`config.mk`:
```
export PLATFORM = sky130hd
export DESIGN_NAME = tmab_cell
export DESIGN_NICKNAME = d
export VERILOG_FILES = /design/src/rtl/tmab_pkg.sv /design/src/rtl/tmab_cell.sv
export SDC_FILE = /design/constraint.sdc
export NUM_CORES = 1
export LEC_CHECK = 0
export ABC_AREA = 0
export BUFFER_PORTS_ARGS = -buffer_cell sky130_fd_sc_hd__buf_2
export CAP_MARGIN = 10
export CORE_MARGIN = 2
export CORE_UTILIZATION = 38
export CTS_BUF_LIST = sky130_fd_sc_hd__clkbuf_16
export DETAILED_ROUTE_END_ITERATION = 7
export GPL_TIMING_DRIVEN = 0
export PLACE_DENSITY = 0.85
export SETUP_SLACK_MARGIN = 0.02
export SYNTH_ARGS = -nofsm -noshare
export SYNTH_HDL_FRONTEND = slang
export SYNTH_SLANG_ARGS = --single-unit
```
`constraint.sdc`:
```
create_clock -name clk -period 1.65 [get_ports clk]
set_clock_uncertainty 0.15 [all_clocks]
set_input_delay 0 -clock clk [delete_from_list [all_inputs] [get_ports clk]]
set_output_delay 0 -clock clk [all_outputs]
set_load 0.03 [all_outputs]
```
`src/rtl/tmab_pkg.sv`:
```
package tmab_pkg;

	// Default digit geometry of the conversion.
	localparam int DIGIT_BITS  = 8;
	localparam int DIGIT_COUNT = 2;

	// Fixed widths of the data and configuration ports.
	localparam int VALUE_W    = 16;
	localparam int CFG_IDX_W  = 2;
	localparam int CFG_DATA_W = 8;

	// Configuration register indexes.
	localparam logic [CFG_IDX_W-1:0] REG_CARRY_MASK = 2'd0;
	localparam logic [CFG_IDX_W-1:0] REG_LOW_MASK   = 2'd1;
	localparam logic [CFG_IDX_W-1:0] REG_HIGH_MASK  = 2'd2;

	// Control for one digit cell of the chain.
	typedef struct packed {
		logic load;       // capture a new transaction's digits
		logic shift_src;  // move source digits one cell toward the head
		logic shift_res;  // move result digits one cell toward the head
	} cell_ctrl_t;

endpackage

```
`src/rtl/tmab_cell.sv`:
```
module tmab_cell #(
	parameter int DIGIT_BITS = tmab_pkg::DIGIT_BITS
) (
	input  logic                   clk,
	input  tmab_pkg::cell_ctrl_t   ctrl,
	input  logic [DIGIT_BITS-1:0]  ld_a,
	input  logic [DIGIT_BITS-1:0]  ld_r,
	input  logic [DIGIT_BITS-1:0]  ld_m,
	input  logic [DIGIT_BITS-1:0]  nx_a,
	input  logic [DIGIT_BITS-1:0]  nx_r,
	input  logic [DIGIT_BITS-1:0]  nx_m,
	input  logic [DIGIT_BITS-1:0]  nx_b,
	output logic [DIGIT_BITS-1:0]  a,
	output logic [DIGIT_BITS-1:0]  r,
	output logic [DIGIT_BITS-1:0]  m,
	output logic [DIGIT_BITS-1:0]  b
);

	logic [DIGIT_BITS-1:0] a_q, r_q, m_q, b_q;

	// Source digits are loaded in parallel and then walk toward the head cell.
	always_ff @(posedge clk) begin
		if (ctrl.load) begin
			a_q <= ld_a;
			r_q <= ld_r;
			m_q <= ld_m;
		end else if (ctrl.shift_src) begin
			a_q <= nx_a;
			r_q <= nx_r;
			m_q <= nx_m;
		end
	end

	// Finished result digits enter at the tail and walk toward the head.
	always_ff @(posedge clk) begin
		if (ctrl.shift_res) begin
			b_q <= nx_b;
		end
	end

	assign a = a_q;
	assign r = r_q;
	assign m = m_q;
	assign b = b_q;

endmodule

```
# After elaboration in Yosys (flattened, before gate mapping)
# Index checks and enable logic that the tools add are counted.
# totals
reg_bits,32
output_inout_bits,32
elab_cells,11
# classes
mux,6
n_reduce_logical,1
# ops
cell,count
8-bit two-way mux,6
2-bit nonzero test,1

# Longest topological paths before layout
# depth
ltp_word,2
mapped_depth,3
mapped_depth_nobuf,1

# Worst setup path before layout
# Ideal clock, no wire load.
# synth_timing
path_type,input -> register
from,input port ctrl[2] (netlist name)
to,"register a_q[0], in the netlist a[0], enable pin"
setup_time_ps,382
t_arrival_ps,845
required_time_ps,1118
path_slack_ps,273
cell_stages,3
path_cell_list,buf_6 buf_12 or2_1
# synth_between
elab_chain_len,1
# synth_lines
item,line_no,rtl
start: declaration,tmab_cell.sv:5,"input tmab_pkg::cell_ctrl_t ctrl,"
2-bit nonzero test (no line),--,
end signal: assignment,tmab_cell.sv:24,a_q <= ld_a;
end signal: assignment,tmab_cell.sv:28,a_q <= nx_a;
end: declaration,tmab_cell.sv:19,"logic [DIGIT_BITS-1:0] a_q, r_q, m_q, b_q;"
# Every way passes these cells.
# A chain may end at the register's enable or synchronous reset.

# Worst setup path in the final report
# layout_timing
from,input port ld_r[5]
to,"register r_q[5], in the netlist r[5], data pin"
# layout_between
elab_chain_len,1
# layout_lines
item,line_no,rtl
start: declaration,tmab_cell.sv:7,"input logic [DIGIT_BITS-1:0] ld_r,"
8-bit two-way mux,tmab_cell.sv:23,if (ctrl.load) begin
end signal: assignment,tmab_cell.sv:25,r_q <= ld_r;
end signal: assignment,tmab_cell.sv:29,r_q <= nx_r;
end: declaration,tmab_cell.sv:19,
# Every way passes these cells.

==> out/results.ini <==
[synth]
yosys.area_share.adder_pct=0
ys_types=6
synth.yosys.seq_area_share_pct=70.7
yosysTopAreaCellShare_pct=70.7
synth_mux_area_share_pct=25.1
netlist_top_cells_area=edfxtp_1 (71%), mux2_4 (21%), mux2_2 (4.1%), buf_12 (2.9%), buf_6 (0.83%)
ys_ff_latch=32
yosysTopAreaCell=edfxtp_1
yosys.area_share.xor_xnor_pct=0
synth_top_family_by_area=multiplexers
syn_area_um2=1360
synth-simple-area-share_pct=0.460
synth_compound_area_share_pct=0
syn-num-nets=120
syn_area_per_cell_um2=22.7
synth_warnings=0
synthCells=60

[timing]
layout_setup_ws_ps=14.9
finalWorstPathRequiredPeriod_ps=1640
worst-slew-pin-transition_ps=1060
timing.hold.ws_ps=-12.3
setup_violations=0
slew_headroom_pct=29.6
rsz0062_at_grt=false
drv_slew=0
max_freq_ghz=0.612
fin_crit_sh_pct=99.1
hold_violations=1
finalSetupTns_ps=0

[power]
power_density_nw_per_um2=990
leakage_nw=1.21
peakVddDrop_uv=541

[detailed_routing]
wire_per_inst_um=14.8
wirelength_mm=3.87
postRouteAntennaNets=0
vias=1156
drtIter0Drc=56
route.detailed.drc=0
first_pass_iters=4
viasPerCell=4.43

[worst_setup_path]
crit_type=input pin to flip-flop
crit_chain=dlygate4sd3_1 > buf_2 > mux2_4 > dlygate4sd3_1
cp.arrival_ps=1490
timing.critical_path.mode_cell=dlygate4sd3_1
crit_slowest_cell=dlygate4sd3_1
start_kind=input pin
setup.worst_path.end_class=flip-flop
path_max_fanout=1
slowest_delay_ps=580
cp.required_ps=1500

[layout]
fin_area_um2=2610
fillers=200
antenna_cells=0
nNetsFinal=274
stdcell_count=261
drive_above_1_share_pct=57.2
area_growth_pct=91.6

[floorplanning]
coreArea_um2=3390
die_w_um=63.8
start_util_pct=40.1
die_h_um=63.8
io_pins=92
die-area_um2=4070
fp-row-count=21

[placement]
place_inst=196
placedInstanceArea_um2=1870
io_buffer_count=90
dpl_worst_slack_ps=23.3
finalWeightedCongestion=0.663

[global_routing]
track_usage_pct=19.3
gr-total-overflow=0
antenna_found_initial=0
grt_max_degree=25
grt_pass1_wl_mm=5.78
grt_pass1_vias=1218

[outcome]
run_status=finished with violations
failed_checks=negative hold slack

[hold_path]
whs_path_depth=2
min_path_type=input pin to flip-flop

[cts]
clock_sinks=32
htreeDepth=2
tritoncts=yes
cts_buffers=5
post_cts_buffers=0
cts_buffer_depth=2
clk_pin_slew_ps=50
ctsRootBufferMaster=clkbuf_16

[job]
max-cap-violations=0

[critical path, delay by kind of cell]
kind	cells	cell delay, ps
mux	1	240
buf+inv	3	1250
[state kept, by name, summed over array words and instances (netlist names)]
register  cells
a             8
b             8
m             8
r             8
[path summary, 6_finish.rpt]
| path | start | to | slack (ps) |
|---|---|---|---|
| max | ld_r[5] | r[5]$_DFFE_PP_ | 10 |
| min | ctrl[2] | a[6]$_DFFE_PP_ | -10 |
[placed cells by master (no fill, tap or decap), drive strengths merged]
cell / n
bufinv: 1
dlymetal6s4s: 2
clkbuf: 5
clkinv: 2
buf: 93
edfxtp: 32
or2: 1
mux2: 24
dlygate4sd3: 55
[kinds of logic after synthesis]
| group | count (synthesis) |
|---|---|
| DFF | 32 |
| buffers and inverters | 3 |
| muxes | 24 |
| and+or+nand+nor | 1 |
[stage by stage]
step | hold slack, ps | power, mW | utilization [%]
after CTS | 285 | 2.59 | 76.7
after global routing | 9.01 | 2.67 | 76.9
after detailed placement | 28.6 | 1.47 | 55.1
after global placement | 30.2 | 1.45 | 55.1
after floorplan | -51.1 | 1.31 | -
final | -12.3 | 2.58 | 76.9
[area by class of cell]
cell class / instances / area (um2) / share of cell area [%]
timing repair buffer: 147 / 1030 / 39.4
sequential: 32 / 961 / 36.9
multi-input combinational: 25 / 348 / 13.3
clock buffer: 5 / 125 / 4.80
tap: 46 / 57.6 / 2.21
buffer: 3 / 51.3 / 1.97
clock inverter: 3 / 37.5 / 1.44
[synthesized netlist by cell type, drive strengths merged]
| cell | count |
|---|---|
| mux2 | 24 |
| buf | 3 |
| or2 | 1 |
| edfxtp | 32 |
[power breakdown]
part	total [mW]	switching, mW	internal, mW
logic	0.566	0.287	0.279
registers	1.01	0.0212	0.993
clock network	1.00	0.301	0.700
[what timing repair did]
item,CTS,global route
hold buffers,57,6
hold endpoints to repair,40,6
setup endpoints to repair,0,8
gates resized for setup,0,2
[metal layers]
layer	vias up	global-route usage, %	routed length [um]
met3	8	3.87	212
met1	547	18.8	1360
met2	58	38.4	2190
li1	543	-	-
met5	-	0	0
met4	0	8.15	106
Power figures use the tool's default switching activity.
