$ cat src/rtl/tmab_pkg.sv
package tmab_pkg;

	// Default digit geometry of the conversion.
	localparam int DIGIT_BITS  = 8;
	localparam int DIGIT_COUNT = 2;

	// Fixed widths of the data and configuration ports.
	localparam int VALUE_W    = 16;
	localparam int CFG_IDX_W  = 2;
	localparam int CFG_DATA_W = 8;

	// Configuration register indexes.
	localparam logic [CFG_IDX_W-1:0] REG_CARRY_MASK = 2'd0;
	localparam logic [CFG_IDX_W-1:0] REG_LOW_MASK   = 2'd1;
	localparam logic [CFG_IDX_W-1:0] REG_HIGH_MASK  = 2'd2;

	// Control for one digit cell of the chain.
	typedef struct packed {
		logic load;       // capture a new transaction's digits
		logic shift_src;  // move source digits one cell toward the head
		logic shift_res;  // move result digits one cell toward the head
	} cell_ctrl_t;

endpackage

$ cat src/rtl/tmab_build.sv
module tmab_build #(
	parameter int DIGIT_BITS  = tmab_pkg::DIGIT_BITS,
	parameter int DIGIT_COUNT = tmab_pkg::DIGIT_COUNT,
	localparam int TABLE_DEPTH = DIGIT_COUNT << (DIGIT_BITS + 1),
	localparam int ADDR_W      = $clog2(TABLE_DEPTH)
) (
	input  logic                                   clk,
	input  logic                                   arst_n,
	input  logic                                   restart,
	input  logic                                   carry_mask,
	input  logic [DIGIT_COUNT-1:0][DIGIT_BITS-1:0] dmask,
	output logic                                   active,
	output logic                                   we,
	output logic [ADDR_W-1:0]                      waddr,
	output logic [DIGIT_BITS:0]                    wdata
);

	logic [ADDR_W-1:0]     idx_q;
	logic                  active_q;
	logic [ADDR_W-1:0]     digit;
	logic [DIGIT_BITS-1:0] r_d;
	logic [DIGIT_BITS:0]   sum;
	logic                  last;

	assign last = (idx_q == ADDR_W'(TABLE_DEPTH - 1));

	// Sweep every table slot once, one entry per cycle.
	always_ff @(posedge clk or negedge arst_n) begin
		if (!arst_n) begin
			idx_q    <= '0;
			active_q <= 1'b1;
		end else if (restart) begin
			idx_q    <= '0;
			active_q <= 1'b1;
		end else if (active_q) begin
			if (last) begin
				idx_q    <= '0;
				active_q <= 1'b0;
			end else begin
				idx_q <= idx_q + 1'b1;
			end
		end
	end

	// Pick the mask of the digit position that the slot belongs to.
	always_comb begin
		digit = idx_q >> (DIGIT_BITS + 1);
		r_d   = '0;
		for (int k = 0; k < DIGIT_COUNT; k++) begin
			if (digit == ADDR_W'(k)) begin
				r_d = dmask[k];
			end
		end
	end

	// An entry holds the digit plus its mask plus the unmasked carry-in, hidden
	// under the carry mask bit and the digit mask.
	assign sum = (DIGIT_BITS + 1)'(idx_q[DIGIT_BITS-1:0]) + (DIGIT_BITS + 1)'(r_d)
		+ (DIGIT_BITS + 1)'(idx_q[DIGIT_BITS] ^ carry_mask);

	assign active = active_q;
	assign we     = active_q;
	assign waddr  = idx_q;
	assign wdata  = sum ^ {carry_mask, r_d};

endmodule
$ cat config.mk
export PLATFORM = sky130hd
export DESIGN_NAME = tmab_build
export DESIGN_NICKNAME = d
export VERILOG_FILES = /design/src/rtl/tmab_pkg.sv /design/src/rtl/tmab_build.sv
export SDC_FILE = /design/constraint.sdc
export NUM_CORES = 1
export LEC_CHECK = 0
export BUFFER_PORTS_ARGS = -buffer_cell sky130_fd_sc_hd__buf_4
export CAP_MARGIN = 30
export CORE_MARGIN = 1
export CORE_UTILIZATION = 45
export CTS_CLUSTER_SIZE = 30
export DETAILED_ROUTE_END_ITERATION = 7
export PLACE_DENSITY_LB_ADDON = 0.1
export SLEW_MARGIN = 10
export SYNTH_ARGS = -nofsm -noshare
export SYNTH_HDL_FRONTEND = slang
export SYNTH_SLANG_ARGS = --single-unit
$ cat constraint.sdc
create_clock -name clk -period 2.9 [get_ports clk]
set_input_delay 0.58 -clock clk [delete_from_list [all_inputs] [get_ports clk]]
set_output_delay 0.58 -clock clk [all_outputs]
set_load 0.05 [all_outputs]
[Yosys cells after proc, flatten, opt, wreduce, memory -nomap -nowiden]
Index checks and enable logic that the tools add are counted.
Cells by class
  $add $sub $neg: 3
  equality and inequality tests: 1
  muxes and demuxes: 8
  bitwise gates (word level): 2
  reductions and logical operators: 2
Operators with widths (count)
  2-to-1 mux 10 bit: 3
  2-to-1 mux 8 bit: 2
  adder 10 x 1 -> 10 bit (second input constant): 1
  == test 10 bit (second input constant): 1
  logical NOT 10 bit: 1
  adder 8 x 8 -> 9 bit: 1
  adder 9 x 1 -> 9 bit: 1
  XOR 9 bit: 1
  2-to-1 mux 1 bit: 3
  nonzero test 2 bit: 1
  XOR 1 bit: 1
Storage, ports and cells
  register bits: 11
  input bits: 20
  output and inout port bits: 21
  word-level logic and storage cells: 18

[Logic depth before layout (Yosys ltp)]
  depth in word-level cells: 6
  mapped depth: 9
  depth with buffers taken out: 8

[Worst setup path before layout]
OpenSTA, ideal clock, no wires.
  path kind: register to output
  from: register idx_q[9], in the netlist waddr[9]
  to: output wdata[8]
  data arrival time: 3151 ps
  required time: 2320 ps
  setup slack: -831 ps
  cell stages (with the launch flop): 10
  buffers on the path: 1
  cell sequence: dfrtp_1 clkbuf_8 mux2i_1 fa_1 fa_1 nor2b_1 o2111ai_1 nand3_1 o41ai_2 xnor2_1
On the way
  word-level cells in the longest chain between the ends: 6
RTL lines
  start, declared: line tmab_build.sv:18  | logic [ADDR_W-1:0] idx_q;
  start signal, assigned: line tmab_build.sv:40  | idx_q <= idx_q + 1'b1;
  logical NOT 10 bit: line tmab_build.sv:50  | if (digit == ADDR_W'(k)) begin
  2-to-1 mux 8 bit: line tmab_build.sv:50
  2-to-1 mux 8 bit *: line tmab_build.sv:50
  adder 8 x 8 -> 9 bit *: line tmab_build.sv:58  | assign sum = (DIGIT_BITS + 1)'(idx_q[DIGIT_BITS-1:0]) + (DIGIT_BITS + 1)'(r_d)
  adder 9 x 1 -> 9 bit *: line tmab_build.sv:59  | + (DIGIT_BITS + 1)'(idx_q[DIGIT_BITS] ^ carry_mask);
  XOR 9 bit *: line tmab_build.sv:64  | assign wdata = sum ^ {carry_mask, r_d};
  end, declared: line tmab_build.sv:15  | output logic [DIGIT_BITS:0] wdata
Every way passes the cells marked *; elsewhere a longest branch is shown, timed or not.

[Worst setup path in the final report]
  from: register idx_q[9], in the netlist waddr[9]
  to: output wdata[6]
On the way
  word-level cells in the longest chain between the ends: 6
RTL lines (line)
  logical NOT 10 bit: tmab_build.sv:50
  2-to-1 mux 8 bit: tmab_build.sv:50
  2-to-1 mux 8 bit *: tmab_build.sv:50
  adder 8 x 8 -> 9 bit: tmab_build.sv:58
  adder 9 x 1 -> 9 bit: tmab_build.sv:59
  XOR 9 bit *: tmab_build.sv:64
Marked as above.

==> flow_summary.json <==
{
  "grt_pass1_wl_um": 4443,
  "cp_max_fo": 6,
  "pwr_density_cell_nw_per_um2": 348.6,
  "worst-endpoint-arrival_ns": 2.62,
  "syn-num-nets": 142,
  "outcome": "finished, violations left",
  "async_reset_ff_share_pct": 100.0,
  "rows": 17,
  "critPathLaunchType": "flop",
  "clock_insertion_delay_worst_skew_ns": 0.27,
  "drc_errors": 0,
  "nNetsFinal": 199,
  "synth-edff-count": 0,
  "cp_slowest_stage_delay_ns": 0.49,
  "most_used_flip_flop_cell_after_synthesis": "dfrtp_1",
  "final-setup-viol-count": 6,
  "synth_seq_area_share_pct": 25.11,
  "clk_root_buffer_cell": "clkbuf_4",
  "synthesis.yosys.warnings": 0,
  "timing.setup.critical_path_class": "reg -> out",
  "cts_max_level": 1,
  "maxSlewViolCount": 0,
  "antenna_diodes": 0,
  "antenna_found_initial": 0,
  "clkTransAtPathRegs_ns": 0.07,
  "worst_clock_skew_ns": 0.003985,
  "hold_viol": 0,
  "postSynthCellCount": 112,
  "place.port_buffers": 40,
  "post_route_cells_drive_above_1_share_pct": 50.60,
  "report.power.total_w": 0.0005915,
  "irDropWorstVdd_uv": 305.7,
  "floorplan.initialDensity_pct": 48.83,
  "max_cap_violations": 0,
  "fp.dieH_um": 51.47,
  "core_region_area_um2": 2255,
  "grt_most_used_layer": "met2",
  "globalRouteMet1Util_pct": 29.18,
  "gr-usage-all-layers_pct": 23.00,
  "syn-cell-area_um2": 1101,
  "groute.layer.met3.usage_pct": 5.357,
  "post_drt_via_cell_ratio": 5.224,
  "yosys_register_bits": 11,
  "maximum_number_of_pins_on_one_net_before_global_route_repair": 12,
  "commonest_non_fill_non_tap_cell_in_the_layout": "buf_4",
  "cts.sink_count": 11,
  "max_slew.worst_pin.slew_ns": 0.5017,
  "grt.met2_usage_pct": 38.96,
  "layout-area-overhead-vs-synth_pct": 54.09,
  "final_core_utilization_pct": 75.25,
  "fin_crit_sh_pct": 110.3,
  "number_of_distinct_standard_cells_referenced_by_the_synthesized_netlist": 35,
  "leakage_nw": 0.8756,
  "hold_buffers": 0,
  "worst-endpoint-required_ns": 2.32,
  "post_drt_wl_per_cell_um": 13.96,
  "clk_path_buf_depth": 2,
  "drtPass1Iterations": 4,
  "tritoncts_clock_tree": "done",
  "final_cell_mix": "buf_4 (46), nor2_1 (10), nand2_1 (9), dfrtp_1 (9), nand3_1 (8)",
  "violations": "negative setup slack",
  "fin_crit_ns": 3.199,
  "critical_path.slowest_cell": "dfrtp_2",
  "initialDrtViolationCount": 14,
  "timing.slew.headroom_pct": 66.43,
  "number_of_top_level_pins": 41,
  "grt_pass1_vias": 1008,
  "crit_top_cell": "fa_2",
  "finalWeightedCongestion": 0.8491,
  "routed_wirelength_um": 2737,
  "globalRouteOverflowTotal": 0,
  "route.antenna.remaining_nets": 0,
  "avgSynthCellArea_um2": 9.831,
  "detailroute.via_count": 1024,
  "rsz0062_at_grt": "true",
  "max_freq_mhz": 312.6,
  "place_hpwl_um": 2136,
  "worst_slack_ns": -0.2994,
  "crit_chain": "mux2i_4 -> fa_2 -> fa_2 -> nor2b_2 -> o2111ai_1 -> nand3_1 -> nor2_1 -> xnor3_2 -> buf_8",
  "timing.critical_path.to_type": "output port",
  "die-width_um": 51.47,
  "numCtsBuffers": 3,
  "dieArea_um2": 2649,
  "classification_of_the_worst_slack_hold_path": "in -> async"
}
power breakdown:
part | leakage, nW | total, W | internal (W) | switching [W]
clock network | 0.0150 | 0.000107 | 0.0000533 | 0.0000539
registers | 0.146 | 0.000164 | 0.000157 | 0.00000672
logic | 0.715 | 0.000321 | 0.000142 | 0.000179
what timing repair did:
action                     in CTS  in global routing
resized for setup              10                  8
cloned                          0                  0
setup endpoints to repair       6                  6
pin swaps                       1                  4
hold endpoints to repair        0                  0
setup buffers                   2                  3
routing by layer:
layer	wire, µm	part of all wire (%)
met2	1387	51
met1	1195	44
met3	141	5.2
met5	0	0
met4	12	0.44
path summary, 6_finish.rpt:
kind                            startpoint       end  slack, ns  cells past startpoint
worst min register to register      active    active       0.56                      1
worst max register to register    waddr[0]  waddr[6]       1.15                      6
worst max-delay path              waddr[9]  wdata[6]      -0.30                      9
worst min-delay path                arst_n  waddr[7]       0.12                      1
min in group clk                   restart  waddr[8]       0.51                      2
max in group asynchronous           arst_n    active       2.56                      1
registers in the layout, summed over array words and instances, names as in the netlist:
register  flops
active        1
waddr        10
critical path: cells and delay by family (launching register included):
| family | cells | cell delay, ns |
|---|---|---|
| AND/OR/NAND/NOR | 3 | 0.35 |
| flip-flops | 1 | 0.49 |
| adder cells (fa/ha/maj) | 2 | 0.77 |
| multiplexers | 1 | 0.22 |
| XOR/XNOR | 1 | 0.24 |
| buffers and inverters | 1 | 0.16 |
| AO/OA/AOI/OAI | 1 | 0.11 |
logic make-up after synthesis:
logic type	count (synthesis)	share of synthesized area, %
AOI/OAI and AO/OA	22	15.68
xor gates and xnor gates	17	18.52
adders and majority gates	10	12.73
buffers and inverters	9	4.431
DFF	11	25.11
muxes	8	7.954
and+or+nand+nor	35	15.57
cells in the mapped netlist, drive strengths merged (2+ instances only):
cell type	number	area, µm²
nor2	10	37.54
a21o	2	15.01
xnor2	6	52.55
mux2i	2	20.02
xor2	7	61.31
nand2	9	33.78
and4	2	20.02
mux2	6	67.56
xnor3	4	90.09
and3	2	12.51
fa	2	40.04
inv	6	22.52
ha	8	100.1
o21ai	8	40.04
o41ai	2	32.53
dfrtp	10	250.2
a21oi	3	15.01
nand3	8	40.04
nor3	2	15.01
final cells by class:
type / count / area [µm²]
Tap cell: 28 / 35.03
Timing Repair Buffer: 54 / 439.2
Fill cell: 182 / 558.0
Multi-Input combinational cell: 92 / 890.9
Clock buffer: 4 / 26.28
Inverter: 7 / 27.53
Sequential cell: 11 / 277.8
metrics by stage:
stage	instance area (µm²)	hold WS (ns)	setup WS, ns	TNS (ns)	cells
after floorplan	1145	0.2844	-0.2701	-0.6820	112
final	1697	0.1221	-0.2994	-1.151	196
after global routing	1697	0.1185	-0.3697	-1.730	196
after CTS	1623	0.1299	-0.2442	-0.8598	193
after global placement	1526	0.4186	-0.07912	-0.1888	187
after detailed placement	1526	0.4228	-0.1409	-0.2981	187
(Power assumes the default switching activity.)
